==> src/sv/abpa_pkg.sv <==
package abpa_pkg;

  // bitmap geometry
  localparam int BITMAP_WIDTH  = 240;
  localparam int BITMAP_HEIGHT = 160;

  // field widths
  localparam int COL_W      = 8;
  localparam int REF_W      = 28;
  localparam int ACC_W      = 32;
  localparam int FRAC_W     = 8;
  localparam int STEP_W     = 16;
  localparam int ADDR_W     = 17;
  localparam int MW_W       = 5;
  localparam int LOFS_W     = 16;
  localparam int CFG_IDX_W  = 3;
  localparam int CFG_DATA_W = 16;

  localparam int PX_W  = (BITMAP_WIDTH > 1) ? $clog2(BITMAP_WIDTH) : 1;
  localparam int PY_W  = (BITMAP_HEIGHT > 1) ? $clog2(BITMAP_HEIGHT) : 1;
  localparam int CNT_W = $clog2(COL_W);

  localparam logic [ADDR_W-1:0] FRAME_OFFSET = 'hA000;

  typedef enum logic [CFG_IDX_W-1:0] {
    REG_AFFINE_ENABLE = 3'd0,
    REG_MOSAIC_ENABLE = 3'd1,
    REG_MOSAIC_WIDTH  = 3'd2,
    REG_LINE_OFFSET   = 3'd3,
    REG_STEP_X        = 3'd4,
    REG_STEP_Y        = 3'd5,
    REG_FRAME_SELECT  = 3'd6
  } cfg_reg_t;

  typedef struct packed {
    logic                     affine_enable;
    logic                     mosaic_enable;
    logic [MW_W-1:0]          mosaic_width;
    logic [LOFS_W-1:0]        line_offset;
    logic signed [STEP_W-1:0] step_x;
    logic signed [STEP_W-1:0] step_y;
    logic                     frame_select;
  } abpa_cfg_t;

  typedef struct packed {
    logic [ADDR_W-1:0] address;
    logic              inside_res;
  } abpa_res_t;

endpackage

==> src/sv/abpa_in_if.sv <==
interface abpa_in_if;
  logic                              valid;
  logic                              ready;
  logic                              func;
  logic [abpa_pkg::COL_W-1:0]        column;
  logic signed [abpa_pkg::REF_W-1:0] ref_x;
  logic signed [abpa_pkg::REF_W-1:0] ref_y;

  modport source (output valid, func, column, ref_x, ref_y, input ready);
  modport sink   (input valid, func, column, ref_x, ref_y, output ready);
endinterface

==> src/sv/abpa_out_if.sv <==
interface abpa_out_if;
  logic                        valid;
  logic                        ready;
  logic [abpa_pkg::ADDR_W-1:0] address;
  logic                        inside_res;

  modport source (output valid, address, inside_res, input ready);
  modport sink   (input valid, address, inside_res, output ready);
endinterface

==> src/sv/abpa_alu.sv <==
module abpa_alu (
  input  logic [abpa_pkg::ACC_W-1:0] alu_a,
  input  logic [abpa_pkg::ACC_W-1:0] alu_b,
  input  logic                       alu_sub,
  output logic [abpa_pkg::ACC_W-1:0] alu_sum
);
  import abpa_pkg::*;

  // a + b, or a - b as a + ~b + 1
  assign alu_sum = alu_a + (alu_b ^ {ACC_W{alu_sub}}) + ACC_W'(alu_sub);

endmodule

==> src/sv/abpa_core.sv <==
module abpa_core (
  input  logic                              clk,
  input  logic                              rst_n,
  input  abpa_pkg::abpa_cfg_t               cfg,
  input  logic                              in_valid,
  output logic                              in_ready,
  input  logic                              in_func,
  input  logic [abpa_pkg::COL_W-1:0]        in_column,
  input  logic signed [abpa_pkg::REF_W-1:0] in_ref_x,
  input  logic signed [abpa_pkg::REF_W-1:0] in_ref_y,
  input  logic                              out_free,
  output logic                              res_load,
  output abpa_pkg::abpa_res_t               res
);
  import abpa_pkg::*;

  typedef enum logic [7:0] {
    S_IDLE  = 8'b0000_0001,
    S_AX    = 8'b0000_0010,
    S_AY    = 8'b0000_0100,
    S_ADDX  = 8'b0000_1000,
    S_DIV   = 8'b0001_0000,
    S_MSUB  = 8'b0010_0000,
    S_LOFS  = 8'b0100_0000,
    S_FRAME = 8'b1000_0000
  } state_t;

  state_t             state_r, state_nxt;
  logic [ACC_W-1:0]   acc_x_r, acc_x_nxt;
  logic [ACC_W-1:0]   acc_y_r, acc_y_nxt;
  logic [PX_W-1:0]    px_r, px_nxt;
  logic [PY_W-1:0]    py_r, py_nxt;
  logic               inside_r, inside_nxt;
  logic [COL_W-1:0]   col_r, col_nxt;
  logic [MW_W-1:0]    rem_r, rem_nxt;
  logic [CNT_W-1:0]   cnt_r, cnt_nxt;
  logic [ADDR_W-1:0]  res_r, res_nxt;

  logic [ACC_W-1:0]   alu_a, alu_b, alu_sum;
  logic               alu_sub;
  logic [ACC_W-1:0]   row_base;
  logic [MW_W:0]      trial;
  logic               in_bounds;

  abpa_alu u_alu (
    .alu_a   (alu_a),
    .alu_b   (alu_b),
    .alu_sub (alu_sub),
    .alu_sum (alu_sum)
  );

  assign in_ready = (state_r == S_IDLE);
  assign row_base = ACC_W'(py_r) * ACC_W'(BITMAP_WIDTH);
  assign trial    = {rem_r, col_r[cnt_r]};

  // floor coordinate taken from the accumulators before they step
  assign in_bounds = !acc_x_r[ACC_W-1] && !acc_y_r[ACC_W-1] &&
                     (acc_x_r[ACC_W-1:FRAC_W] < (ACC_W-FRAC_W)'(BITMAP_WIDTH)) &&
                     (acc_y_r[ACC_W-1:FRAC_W] < (ACC_W-FRAC_W)'(BITMAP_HEIGHT));

  assign res.address    = alu_sum[ADDR_W-1:0];
  assign res.inside_res = inside_r;

  always_comb begin
    state_nxt  = state_r;
    acc_x_nxt  = acc_x_r;
    acc_y_nxt  = acc_y_r;
    px_nxt     = px_r;
    py_nxt     = py_r;
    inside_nxt = inside_r;
    col_nxt    = col_r;
    rem_nxt    = rem_r;
    cnt_nxt    = cnt_r;
    res_nxt    = res_r;
    alu_a      = '0;
    alu_b      = '0;
    alu_sub    = 1'b0;
    res_load   = 1'b0;
    unique case (state_r)
      S_IDLE: begin
        if (in_valid) begin
          if (!in_func) begin
            acc_x_nxt = {{(ACC_W-REF_W){in_ref_x[REF_W-1]}}, in_ref_x};
            acc_y_nxt = {{(ACC_W-REF_W){in_ref_y[REF_W-1]}}, in_ref_y};
          end else if (cfg.affine_enable) begin
            px_nxt     = acc_x_r[FRAC_W +: PX_W];
            py_nxt     = acc_y_r[FRAC_W +: PY_W];
            inside_nxt = in_bounds;
            state_nxt  = S_AX;
          end else begin
            col_nxt    = in_column;
            inside_nxt = 1'b1;
            rem_nxt    = '0;
            cnt_nxt    = CNT_W'(COL_W - 1);
            if (cfg.mosaic_enable && (cfg.mosaic_width != '0)) begin
              state_nxt = S_DIV;
            end else begin
              res_nxt   = ADDR_W'(in_column);
              state_nxt = S_LOFS;
            end
          end
        end
      end
      S_AX: begin
        alu_a     = acc_x_r;
        alu_b     = {{(ACC_W-STEP_W){cfg.step_x[STEP_W-1]}}, cfg.step_x};
        acc_x_nxt = alu_sum;
        state_nxt = S_AY;
      end
      S_AY: begin
        alu_a     = acc_y_r;
        alu_b     = {{(ACC_W-STEP_W){cfg.step_y[STEP_W-1]}}, cfg.step_y};
        acc_y_nxt = alu_sum;
        if (inside_r) begin
          state_nxt = S_ADDX;
        end else begin
          res_nxt   = '0;
          state_nxt = S_FRAME;
        end
      end
      S_ADDX: begin
        alu_a     = row_base;
        alu_b     = ACC_W'(px_r);
        res_nxt   = alu_sum[ADDR_W-1:0];
        state_nxt = S_FRAME;
      end
      S_DIV: begin
        // restoring remainder, one column bit per pass, MSB first
        alu_a   = ACC_W'(trial);
        alu_b   = ACC_W'(cfg.mosaic_width);
        alu_sub = 1'b1;
        rem_nxt = alu_sum[ACC_W-1] ? trial[MW_W-1:0] : alu_sum[MW_W-1:0];
        if (cnt_r == '0) begin
          state_nxt = S_MSUB;
        end else begin
          cnt_nxt = cnt_r - 1'b1;
        end
      end
      S_MSUB: begin
        alu_a     = ACC_W'(col_r);
        alu_b     = ACC_W'(rem_r);
        alu_sub   = 1'b1;
        res_nxt   = alu_sum[ADDR_W-1:0];
        state_nxt = S_LOFS;
      end
      S_LOFS: begin
        alu_a     = ACC_W'(res_r);
        alu_b     = ACC_W'(cfg.line_offset);
        res_nxt   = alu_sum[ADDR_W-1:0];
        state_nxt = S_FRAME;
      end
      S_FRAME: begin
        // last add feeds the output register directly; hold here if it is full
        alu_a = ACC_W'(res_r);
        alu_b = (cfg.frame_select && inside_r) ? ACC_W'(FRAME_OFFSET) : '0;
        if (out_free) begin
          res_load  = 1'b1;
          state_nxt = S_IDLE;
        end
      end
      default: begin
        state_nxt = S_IDLE;
      end
    endcase
  end

  always_ff @(posedge clk) begin
    if (!rst_n) begin
      state_r <= S_IDLE;
      acc_x_r <= '0;
      acc_y_r <= '0;
    end else begin
      state_r <= state_nxt;
      acc_x_r <= acc_x_nxt;
      acc_y_r <= acc_y_nxt;
    end
  end

  always_ff @(posedge clk) begin
    px_r     <= px_nxt;
    py_r     <= py_nxt;
    inside_r <= inside_nxt;
    col_r    <= col_nxt;
    rem_r    <= rem_nxt;
    cnt_r    <= cnt_nxt;
    res_r    <= res_nxt;
  end

`ifndef SYNTHESIS
  a_pixel_busy: assert property (@(posedge clk) disable iff (!rst_n)
    in_valid && in_ready && in_func |=> !in_ready)
    else $error("pixel request did not start a sequence");

  a_ref_load: assert property (@(posedge clk) disable iff (!rst_n)
    in_valid && in_ready && !in_func |=>
      acc_x_r == {{(ACC_W-REF_W){$past(in_ref_x[REF_W-1])}}, $past(in_ref_x)} &&
      acc_y_r == {{(ACC_W-REF_W){$past(in_ref_y[REF_W-1])}}, $past(in_ref_y)})
    else $error("reference load lost");

  a_outside_zero: assert property (@(posedge clk) disable iff (!rst_n)
    res_load && !res.inside_res |-> res.address == '0)
    else $error("outside pixel with nonzero address");

  a_no_load_idle: assert property (@(posedge clk) disable iff (!rst_n)
    in_ready |-> !res_load)
    else $error("result produced while idle");
`endif

endmodule

==> src/sv/affine_bitmap_pixel_address.sv <==
// Byte address generator for one 240x160 8-bit bitmap layer. A beat with
// func 0 loads the signed 20.8 reference point into the x/y accumulators
// and gives no result. A beat with func 1 gives one address beat: in
// affine mode the floor of the accumulators is the coordinate (outside the
// bitmap: address 0, inside_res 0), and the accumulators then step by
// step_x/step_y; in plain mode the address is the column (rounded down to
// the mosaic width when mosaic is on) plus line_offset. frame_select adds
// 0xA000 to inside addresses. All adds and subtracts share one 32-bit
// add/subtract unit, one operation per cycle, so a pixel steps through
// AX, AY, ADDX, FRAME in affine mode (no ADDX outside the bitmap), LOFS,
// FRAME in plain mode, and with mosaic first 8 remainder passes over the
// column bits in DIV, then MSUB, LOFS, FRAME. in_ready is low meanwhile,
// and the last step waits if the output register still holds an untaken
// beat. Configuration writes must come while no pixel is in flight.
module affine_bitmap_pixel_address (
  input  logic                                clk,
  input  logic                                rst_n,
  abpa_in_if.sink                             in_ch,
  abpa_out_if.source                          out_ch,
  input  logic                                cfg_we,
  input  logic [abpa_pkg::CFG_IDX_W-1:0]      cfg_index,
  input  logic [abpa_pkg::CFG_DATA_W-1:0]     cfg_data
);
  import abpa_pkg::*;

  abpa_cfg_t         cfg_r, cfg_nxt;
  abpa_res_t         res;
  logic              res_load;
  logic              out_free;
  logic              out_valid_r;
  logic [ADDR_W-1:0] out_addr_r;
  logic              out_inside_r;

  // register file: indexes past the list are ignored
  always_comb begin
    cfg_nxt = cfg_r;
    if (cfg_we) begin
      unique case (cfg_index)
        REG_AFFINE_ENABLE: cfg_nxt.affine_enable = cfg_data[0];
        REG_MOSAIC_ENABLE: cfg_nxt.mosaic_enable = cfg_data[0];
        REG_MOSAIC_WIDTH:  cfg_nxt.mosaic_width  = cfg_data[MW_W-1:0];
        REG_LINE_OFFSET:   cfg_nxt.line_offset   = cfg_data[LOFS_W-1:0];
        REG_STEP_X:        cfg_nxt.step_x        = cfg_data[STEP_W-1:0];
        REG_STEP_Y:        cfg_nxt.step_y        = cfg_data[STEP_W-1:0];
        REG_FRAME_SELECT:  cfg_nxt.frame_select  = cfg_data[0];
        default:           cfg_nxt = cfg_r;
      endcase
    end
  end

  always_ff @(posedge clk) begin
    if (!rst_n) begin
      cfg_r.affine_enable <= 1'b0;
      cfg_r.mosaic_enable <= 1'b0;
      cfg_r.mosaic_width  <= '0;
      cfg_r.line_offset   <= '0;
      cfg_r.step_x        <= STEP_W'(256);   // 1.0 in 8.8
      cfg_r.step_y        <= '0;
      cfg_r.frame_select  <= 1'b0;
    end else begin
      cfg_r <= cfg_nxt;
    end
  end

  abpa_core u_core (
    .clk       (clk),
    .rst_n     (rst_n),
    .cfg       (cfg_r),
    .in_valid  (in_ch.valid),
    .in_ready  (in_ch.ready),
    .in_func   (in_ch.func),
    .in_column (in_ch.column),
    .in_ref_x  (in_ch.ref_x),
    .in_ref_y  (in_ch.ref_y),
    .out_free  (out_free),
    .res_load  (res_load),
    .res       (res)
  );

  // output register: free when empty or being taken this cycle
  assign out_free = !out_valid_r || out_ch.ready;

  always_ff @(posedge clk) begin
    if (!rst_n) begin
      out_valid_r <= 1'b0;
    end else if (res_load) begin
      out_valid_r <= 1'b1;
    end else if (out_ch.ready) begin
      out_valid_r <= 1'b0;
    end
  end

  always_ff @(posedge clk) begin
    if (res_load) begin
      out_addr_r   <= res.address;
      out_inside_r <= res.inside_res;
    end
  end

  assign out_ch.valid      = out_valid_r;
  assign out_ch.address    = out_addr_r;
  assign out_ch.inside_res = out_inside_r;

endmodule

==> src/flat_wrapper.sv <==
// flat-port wrapper written by rule: the top's interface ports become plain ports
module affine_bitmap_pixel_address_flat import abpa_pkg::*;
  (clk, rst_n, cfg_we, cfg_index, cfg_data, in_ch_valid, in_ch_func, in_ch_column, in_ch_ref_x, in_ch_ref_y, in_ch_ready, out_ch_valid, out_ch_address, out_ch_inside_res, out_ch_ready);
  abpa_in_if in_ch_i ();
  abpa_out_if out_ch_i ();
  input  logic clk;
  input  logic rst_n;
  input  logic cfg_we;
  input  logic [abpa_pkg::CFG_IDX_W-1:0] cfg_index;
  input  logic [abpa_pkg::CFG_DATA_W-1:0] cfg_data;
  input wire logic [$bits(in_ch_i.valid)-1:0] in_ch_valid;
  input wire logic [$bits(in_ch_i.func)-1:0] in_ch_func;
  input wire logic [$bits(in_ch_i.column)-1:0] in_ch_column;
  input wire logic [$bits(in_ch_i.ref_x)-1:0] in_ch_ref_x;
  input wire logic [$bits(in_ch_i.ref_y)-1:0] in_ch_ref_y;
  output wire logic [$bits(in_ch_i.ready)-1:0] in_ch_ready;
  output wire logic [$bits(out_ch_i.valid)-1:0] out_ch_valid;
  output wire logic [$bits(out_ch_i.address)-1:0] out_ch_address;
  output wire logic [$bits(out_ch_i.inside_res)-1:0] out_ch_inside_res;
  input wire logic [$bits(out_ch_i.ready)-1:0] out_ch_ready;
  assign in_ch_i.valid = in_ch_valid;
  assign in_ch_i.func = in_ch_func;
  assign in_ch_i.column = in_ch_column;
  assign in_ch_i.ref_x = in_ch_ref_x;
  assign in_ch_i.ref_y = in_ch_ref_y;
  assign in_ch_ready = in_ch_i.ready;
  assign out_ch_valid = out_ch_i.valid;
  assign out_ch_address = out_ch_i.address;
  assign out_ch_inside_res = out_ch_i.inside_res;
  assign out_ch_i.ready = out_ch_ready;
  affine_bitmap_pixel_address u_core (.clk(clk), .rst_n(rst_n), .in_ch(in_ch_i), .out_ch(out_ch_i), .cfg_we(cfg_we), .cfg_index(cfg_index), .cfg_data(cfg_data));
endmodule
==> config.mk <==
export PLATFORM = sky130hd
export DESIGN_NAME = affine_bitmap_pixel_address_flat
export DESIGN_NICKNAME = d
export VERILOG_FILES = /design/src/sv/abpa_pkg.sv /design/src/sv/abpa_in_if.sv /design/src/sv/abpa_out_if.sv /design/src/sv/abpa_alu.sv /design/src/sv/abpa_core.sv /design/src/sv/affine_bitmap_pixel_address.sv /design/src/flat_wrapper.sv
export SDC_FILE = /design/constraint.sdc
export NUM_CORES = 1
export LEC_CHECK = 0
export BUFFER_PORTS_ARGS = -buffer_cell sky130_fd_sc_hd__buf_2
export CORE_MARGIN = 5
export CORE_UTILIZATION = 50
export DETAILED_ROUTE_END_ITERATION = 8
export HOLD_SLACK_MARGIN = 0.1
export PLACE_DENSITY = 0.75
export SLEW_MARGIN = 20
export SYNTH_ARGS = -nofsm -noshare
export SYNTH_HDL_FRONTEND = slang
export SYNTH_SLANG_ARGS = --single-unit
==> constraint.sdc <==
create_clock -name clk -period 16.2 [get_ports clk]
set_clock_uncertainty 0.1 [all_clocks]
set_input_delay 0.81 -clock clk [delete_from_list [all_inputs] [get_ports clk]]
set_output_delay 0.81 -clock clk [all_outputs]
set_load 0.01 [all_outputs]
# ---- Yosys cells after proc, flatten, opt, wreduce, memory -nomap -nowiden
# Index checks and enable logic that the tools add are counted.
# W data, S select, Z words.
dict set report word_totals {
  ff_bits 197
  latch_bits 0
  ram_bits 0
  mem_bits_ro 0
  input_bits 89
  memories 0
}
dict set report op_classes {
  addsub 3
  mul 1
  div_mod_pow 0
  magnitude_cmp 3
  n_eq_ne 23
  shift 0
  muxes 40
  bitwise_logic 2
  reduce_logical 37
}
# cell count
set ops {}
lappend ops {{$pmux W32 S7} 1}
lappend ops {{$pmux W32 S6} 1}
lappend ops {{$mux W32} 4}
lappend ops {{$pmux W32 S2} 2}
lappend ops {{$mux W17} 5}
lappend ops {{$pmux W8 S7} 1}
lappend ops {{$pmux W17 S3} 1}
lappend ops {{$lt A24 B8 Y1 const B} 2}
lappend ops {{$mux W8} 5}
lappend ops {{$add A32 B1 Y32} 1}
lappend ops {{$add A32 B32 Y32} 1}
lappend ops {{$xor A32 B32 Y32} 1}
lappend ops {{$mux W5} 4}
lappend ops {{$ne A2 B2 Y1 const B} 9}
lappend ops {{$mux W16} 1}
lappend ops {{$reduce_and A4 Y1} 4}
lappend ops {{$mux W7} 2}
lappend ops {{$reduce_and A2 Y1} 7}
lappend ops {{$mul A8 B4 Y12 const B} 1}
lappend ops {{$mux W3} 4}
lappend ops {{$pmux W5 S2} 1}
lappend ops {{$eq A3 B3 Y1 const B} 3}
lappend ops {{$reduce_and A3 Y1} 3}
lappend ops {{$eq A8 B1 Y1 const B} 1}
lappend ops {{other kinds (26)} 44}

# ---- Logic depth before layout (Yosys ltp)
dict set report depth {
  word_depth 8
  depth_mapped 25
  depth_no_buf 24
}

# ---- Hierarchy
# From an unflattened synthesis, not the netlist that was laid out.
dict set report unflattened {
  hier_cells 1265
  hier_area_um2 11920.2
}
# module n_inst cells_per_inst area_each_um2 seq_area_each_um2
set modules_own_cells {}
lappend modules_own_cells {abpa_core 1 752 7130.6 2942.8}
lappend modules_own_cells {affine_bitmap_pixel_address 1 229 2721.4 1681.6}
lappend modules_own_cells {abpa_alu 1 284 2068.2 0.0}

# ---- Worst setup path after synthesis
# Ideal clock, no wire load.
dict set report synth_path {
  path_kind {flip-flop to flip-flop}
  start {register u_core.u_core.py_r[0]}
  end {register u_core.u_core.acc_y_r[30]}
  setup_ps 122
  arrival_ps 5039
  required_ps 15978
  setup_slack_ps 10939
  path_stages_with_launch 26
  path_buffers 1
  path_cell_list {edfxtp_1 -> fa_1 -> inv_1 -> fa_1 -> inv_1 -> ha_1 -> a21o_1 -> a21oi_1 -> o21bai_1 -> a21oi_1 -> o21bai_1 -> a21o_1 -> a21oi_1 -> mux2i_1 -> nand2_1 -> ha_1 -> clkbuf_1 -> a211oi_1 -> o21bai_1 -> a211oi_1 -> o21a_1 -> a21oi_1 -> a211o_1 -> a31o_2 -> a21oi_1 -> nor3b_1}
}
dict set report synth_between {
  elab_chain_len 5
}
# element line_no
set synth_lines {}
lappend synth_lines {{from (decl)} abpa_core.sv:32} ;# logic [PY_W-1:0] py_r, py_nxt;
lappend synth_lines {{from (signal assigned)} abpa_core.sv:181} ;# py_r <= py_nxt;
lappend synth_lines {{$mul A8 B4 Y12} abpa_core.sv:53} ;# assign row_base = ACC_W'(py_r) * ACC_W'(BITMAP_WIDTH);
lappend synth_lines {{$pmux W32 S6} abpa_core.sv:79} ;# unique case (state_r)
lappend synth_lines {{$add A32 B32 Y32} abpa_alu.sv:10} ;# assign alu_sum = alu_a + (alu_b ^ {ACC_W{alu_sub}}) + ACC_W'(alu_sub);
lappend synth_lines {{$add A32 B1 Y32} abpa_alu.sv:10}
lappend synth_lines {{$pmux W32 S2} abpa_core.sv:79}
lappend synth_lines {{to (signal assigned)} abpa_core.sv:175} ;# acc_y_r <= acc_y_nxt;
lappend synth_lines {{to (decl)} abpa_core.sv:30} ;# logic [ACC_W-1:0] acc_y_r, acc_y_nxt;
# Every way passes these cells.
# A chain may end at the register's enable or synchronous reset.

# ---- Worst setup path in the final report
# Same ends and word-level chain as after synthesis.

==> run summary <==
The number of failing hold endpoints at the final stage is 0. The signal on the critical path passes through fa_1 -> inv_1 -> fa_1 -> inv_1 -> ha_1 -> a21o_1 -> a21oi_1 -> o21bai_1 -> a21oi_1 -> o21bai_1 -> a21o_1 -> a21oi_1 -> mux2i_1 -> nand2_1 -> ha_1 -> a211oi_1 -> o21bai_1 -> a211oi_1 -> o21a_1 -> a21oi_1 -> a211o_1 -> a31o_2 -> a21oi_1 -> nor3b_1. Of the cells placed in the final design, the portion with a size suffix greater than 1 is 14.3%. The hold-critical path depth works out to 2.

The largest individual stage delay along the critical path comes from the cell fa_1. The height of the chip was 163 microns; the clock latency on the worst-skew pair was 450 ps. The count of nets left with antenna violations once routing finished came out at 0. The biggest fanout along the worst timing path was 7; the global-route usage over all layers was 24.8%. The floorplan step set the die width to 163 microns.

The run gives 0 as the number of max-slew violations in the final report. The clock slew seen by the registers of the worst setup and hold paths was 80 ps. The core footprint is 23300 sq um, and the minimum period implied by the final worst setup slack is 5710 ps.

TritonCTS built the clock tree. Total of warnings raised by yosys: 0. The first global-routing pass estimated 51800 microns of wire. Global routing finished with a remaining overflow of 0. The worst flop-to-flop path endpoint was u_core.u_core.acc_y_r[30]$_SDFFE_PN0P_.

No sink is reached through more buffers than the 2 on the longest clock path. The measured slew at the worst slew-check pin was 1040 ps. The tool flagged a number of max-cap violations equal to 0. The critical path is of the flip-flop to flip-flop type. The reg2reg setup slack came out at 10490 ps.

Of all flip-flops after synthesis, the portion carrying an async set or reset was 0%. Of the synthesized area, sequential elements account for 39.6%. TritonCTS created 17 clock buffers. After filler insertion, the fill cell instance count of the layout stands at 2117. The post-route total power came out at 1240 uW. The worst hold margin came out at 368 ps. In this run, synthesis inferred 68 flip-flops with an integrated enable. The maximum single-stage delay on the critical path came out at 580 ps. The min-delay analysis places its worst path in the category flip-flop to flip-flop. Setup violations remaining at the end of the flow were counted as 0.

The mean post-synth cell area was 9.08 sq um. The clock tree root driver cell is clkbuf_16. The endpoint with the worst hold slack was u_core.cfg_r[22]$_SDFFE_PN0P_.

Counting cells, the worst reg-to-reg path comes to 24. STA puts the critical path data required time at 16430 ps. The die covers 26500 sq um. Counting distinct cell types in the post-synthesis netlist gives 72. The prevailing post-synth register cell was dfxtp_1. 109 I/O pins were placed.

The worst setup path is launched from a flip-flop. The level count of the clock H-tree was 4; the number of buffers added for setup after CTS was 0. The worst register-to-register path begins at u_core.u_core.py_r[0]$_DFFE_PP_. The routed wirelength normalized by instance count is 19.9 microns, and the setup TNS after final layout is 0 ps. The worst slew margin relative to its limit is 30.8%. The repair_antennas step left the layout with diodes totalling 0. The maximum operating frequency was 175 MHz; the maximum ir drop on the vdd rail was 0.0987 mV. For this configuration, the core starts out at a cell density of 50.2%. The flow ran to the end, and the final reports show no timing, DRC or antenna violations.

The run gives 91 as the maximum number of pins on one net before global-route repair. The register area came out at 4620 sq um. The number of buffer cells added on primary ports works out to 108. The tools report the total number of vias as 10.1k. The startpoint identified for the worst hold timing path is u_core.cfg_r[22]$_SDFFE_PN0P_. The tools report the hold buffer count at cts as 0.

Routability-driven placement finished with a final weighted congestion of 0.898. The analysis attributes to cell leakage a power of 0.00599 uW. Counting every sink on the clock net gives 197. Before antenna repair, the detailed router went through 6 iterations. Dividing total power by cell area gives a power density of 94.8 nW/um^2. After layout, the worst path uses 35.2% of the clock period. The initial antenna violation count came out at 0. The DRC violation count after routing was 0; the detailed-placement wirelength estimate was 23300 microns. Summed over all layers, the routed wires come to 33500 microns.

The number of global-route vias before repair is 9552, and the arrival time of data at the critical path endpoint is 5940 ps. Counting stages on the worst path, the most repeated cell is a21oi_1. From synthesis to final layout, the design area changed by 11.8%. Dividing the detail-routed via count by the number of cells gives 6.00. The final-stage net count was 1503.

In this run, synthesis produced a sequential element count of 197. The number of nets handed over by synthesis was 1438. The post-synthesis cell area is 11700 sq um. After floorplanning, the core was divided into 56 placement rows.

The multi-input combinational cells in the finished layout cover a total of 6600 sq um. Post-synthesis cell count: 1288. STA classifies the critical path endpoint as a flip-flop.

In this run, the number of DRC markers left after iteration 0 of detailed routing was 1090. The count of instances resized after the clock tree is built is 0. Setup repair after global routing left no endpoint under its margin.
-- per-stage QoR --
| step | util (%) | std cells | cell area (sq um) | worst slack (ps) |
|---|---|---|---|---|
| final | 56.2 | 1685 | 13100 | 10490 |
| after global routing | 56.2 | 1685 | 13100 | 10050 |
| after CTS | 56.1 | 1685 | 13100 | 10530 |
| after detailed placement | 53.6 | 1653 | 12500 | 10560 |
| after global placement | 53.6 | 1653 | 12500 | 10650 |
| after floorplan | - | 1288 | 11700 | 10940 |
-- final cells by class --
class | instances | share of cell area [%]
multi-input cells | 959 | 50.5
well taps | 319 | 3.05
clock inverters | 13 | 1.06
inverters | 55 | 1.58
flip-flops and latches | 197 | 35.4
repair buffers | 123 | 5.02
clock buffers | 19 | 3.39
-- cells in the mapped netlist (26+ instances only) --
| library cell | n | area (sq um) |
|---|---|---|
| nand2_1 | 226 | 848 |
| dfxtp_1 | 129 | 2580 |
| a21oi_1 | 86 | 430 |
| edfxtp_1 | 68 | 2040 |
| clkbuf_1 | 66 | 248 |
| inv_1 | 54 | 203 |
| a21boi_0 | 52 | 390 |
| mux2i_1 | 51 | 510 |
| ha_1 | 47 | 588 |
| nor2_1 | 45 | 169 |
| o21ai_0 | 45 | 225 |
| nand3_1 | 28 | 140 |
| o211a_1 | 26 | 260 |
-- cells by family (layout without fill, tap and decap cells) --
logic type,after synthesis,count (layout),share of synthesized area (%)
AO/OA/AOI/OAI,361,361,22.3
XOR/XNOR,36,36,2.70
adder cells (fa/ha/maj),61,61,7.43
buffers and inverters,132,210,4.35
flip-flops,197,197,39.6
multiplexers,68,68,6.20
AND/OR/NAND/NOR,433,433,17.5
-- worst max-delay path, delay by kind of cell (launching register included) --
family | cells | cell delay [ps]
AO/OA/AOI/OAI | 15 | 2820
adder cells (fa/ha/maj) | 4 | 1710
buffers and inverters | 2 | 110
flip-flops | 1 | 460
multiplexers | 1 | 200
AND/OR/NAND/NOR | 2 | 150
-- placed cells by master, fill, tap and decap left out, drive strengths merged, types with 8 or more instances in the layout --
master and n:
inv 60, dfxtp 129, nand3b 9, o21bai 11
fa 14, a221oi 8, a22oi 10, and3 25
mux2i 51, mux2 15, a21oi 86, edfxtp 68
a222oi 22, buf 123, ha 47, nor2 46
a21o 20, xor2 15, nor3 17, nand3 28
clkbuf 19, nand2b 11, nor4 9, a211oi 8
o21ai 50, nor2b 22, a21boi 52, a22o 17
xnor2 21, nand2 226, o211a 26, o21a 11
nand4 9
-- worst max-delay path by stage --
stage,start,end
finish,u_core.u_core.py_r[0]$_DFFE_PP_,u_core.u_core.acc_y_r[30]$_SDFFE_PN0P_
global route,u_core.u_core.py_r[0]$_DFFE_PP_,u_core.u_core.acc_y_r[30]$_SDFFE_PN0P_
CTS,u_core.u_core.py_r[0]$_DFFE_PP_,u_core.u_core.acc_y_r[30]$_SDFFE_PN0P_
detailed placement,u_core.u_core.py_r[0]$_DFFE_PP_,u_core.u_core.acc_y_r[30]$_SDFFE_PN0P_
global placement,u_core.u_core.py_r[0]$_DFFE_PP_,u_core.u_core.acc_y_r[30]$_SDFFE_PN0P_
floorplan,u_core.u_core.py_r[0]$_DFFE_PP_,u_core.u_core.acc_y_r[30]$_SDFFE_PN0P_
-- metal layers --
layer	GRT usage, %	vias to the layer above	wire length, microns
met5	0	-	0
met4	9.91	0	1260
met3	4.23	79	2490
met2	39.7	402	15500
met1	33.6	4825	14300
li1	-	4804	-
-- sequential cells by signal (all words and copies together), names as in the netlist --
signal	cells
u_core.out_ch.inside_res	1
u_core.cfg_r	56
u_core.u_core.acc_x_r	32
u_core.u_core.state_r	8
u_core.u_core.px_r	8
u_core.u_core.col_r	8
u_core.out_ch.address	17
u_core.u_core.inside_r	1
u_core.out_ch.valid	1
u_core.u_core.res_r	17
u_core.u_core.acc_y_r	32
u_core.u_core.cnt_r	3
u_core.u_core.rem_r	5
u_core.u_core.py_r	8
-- power by group --
group          internal, uW  switching [uW]
combinational          85.0             125
clock                   222             205
sequential              567            33.7
total                   874             364
Note: power is estimated with default switching activity, not from simulation.
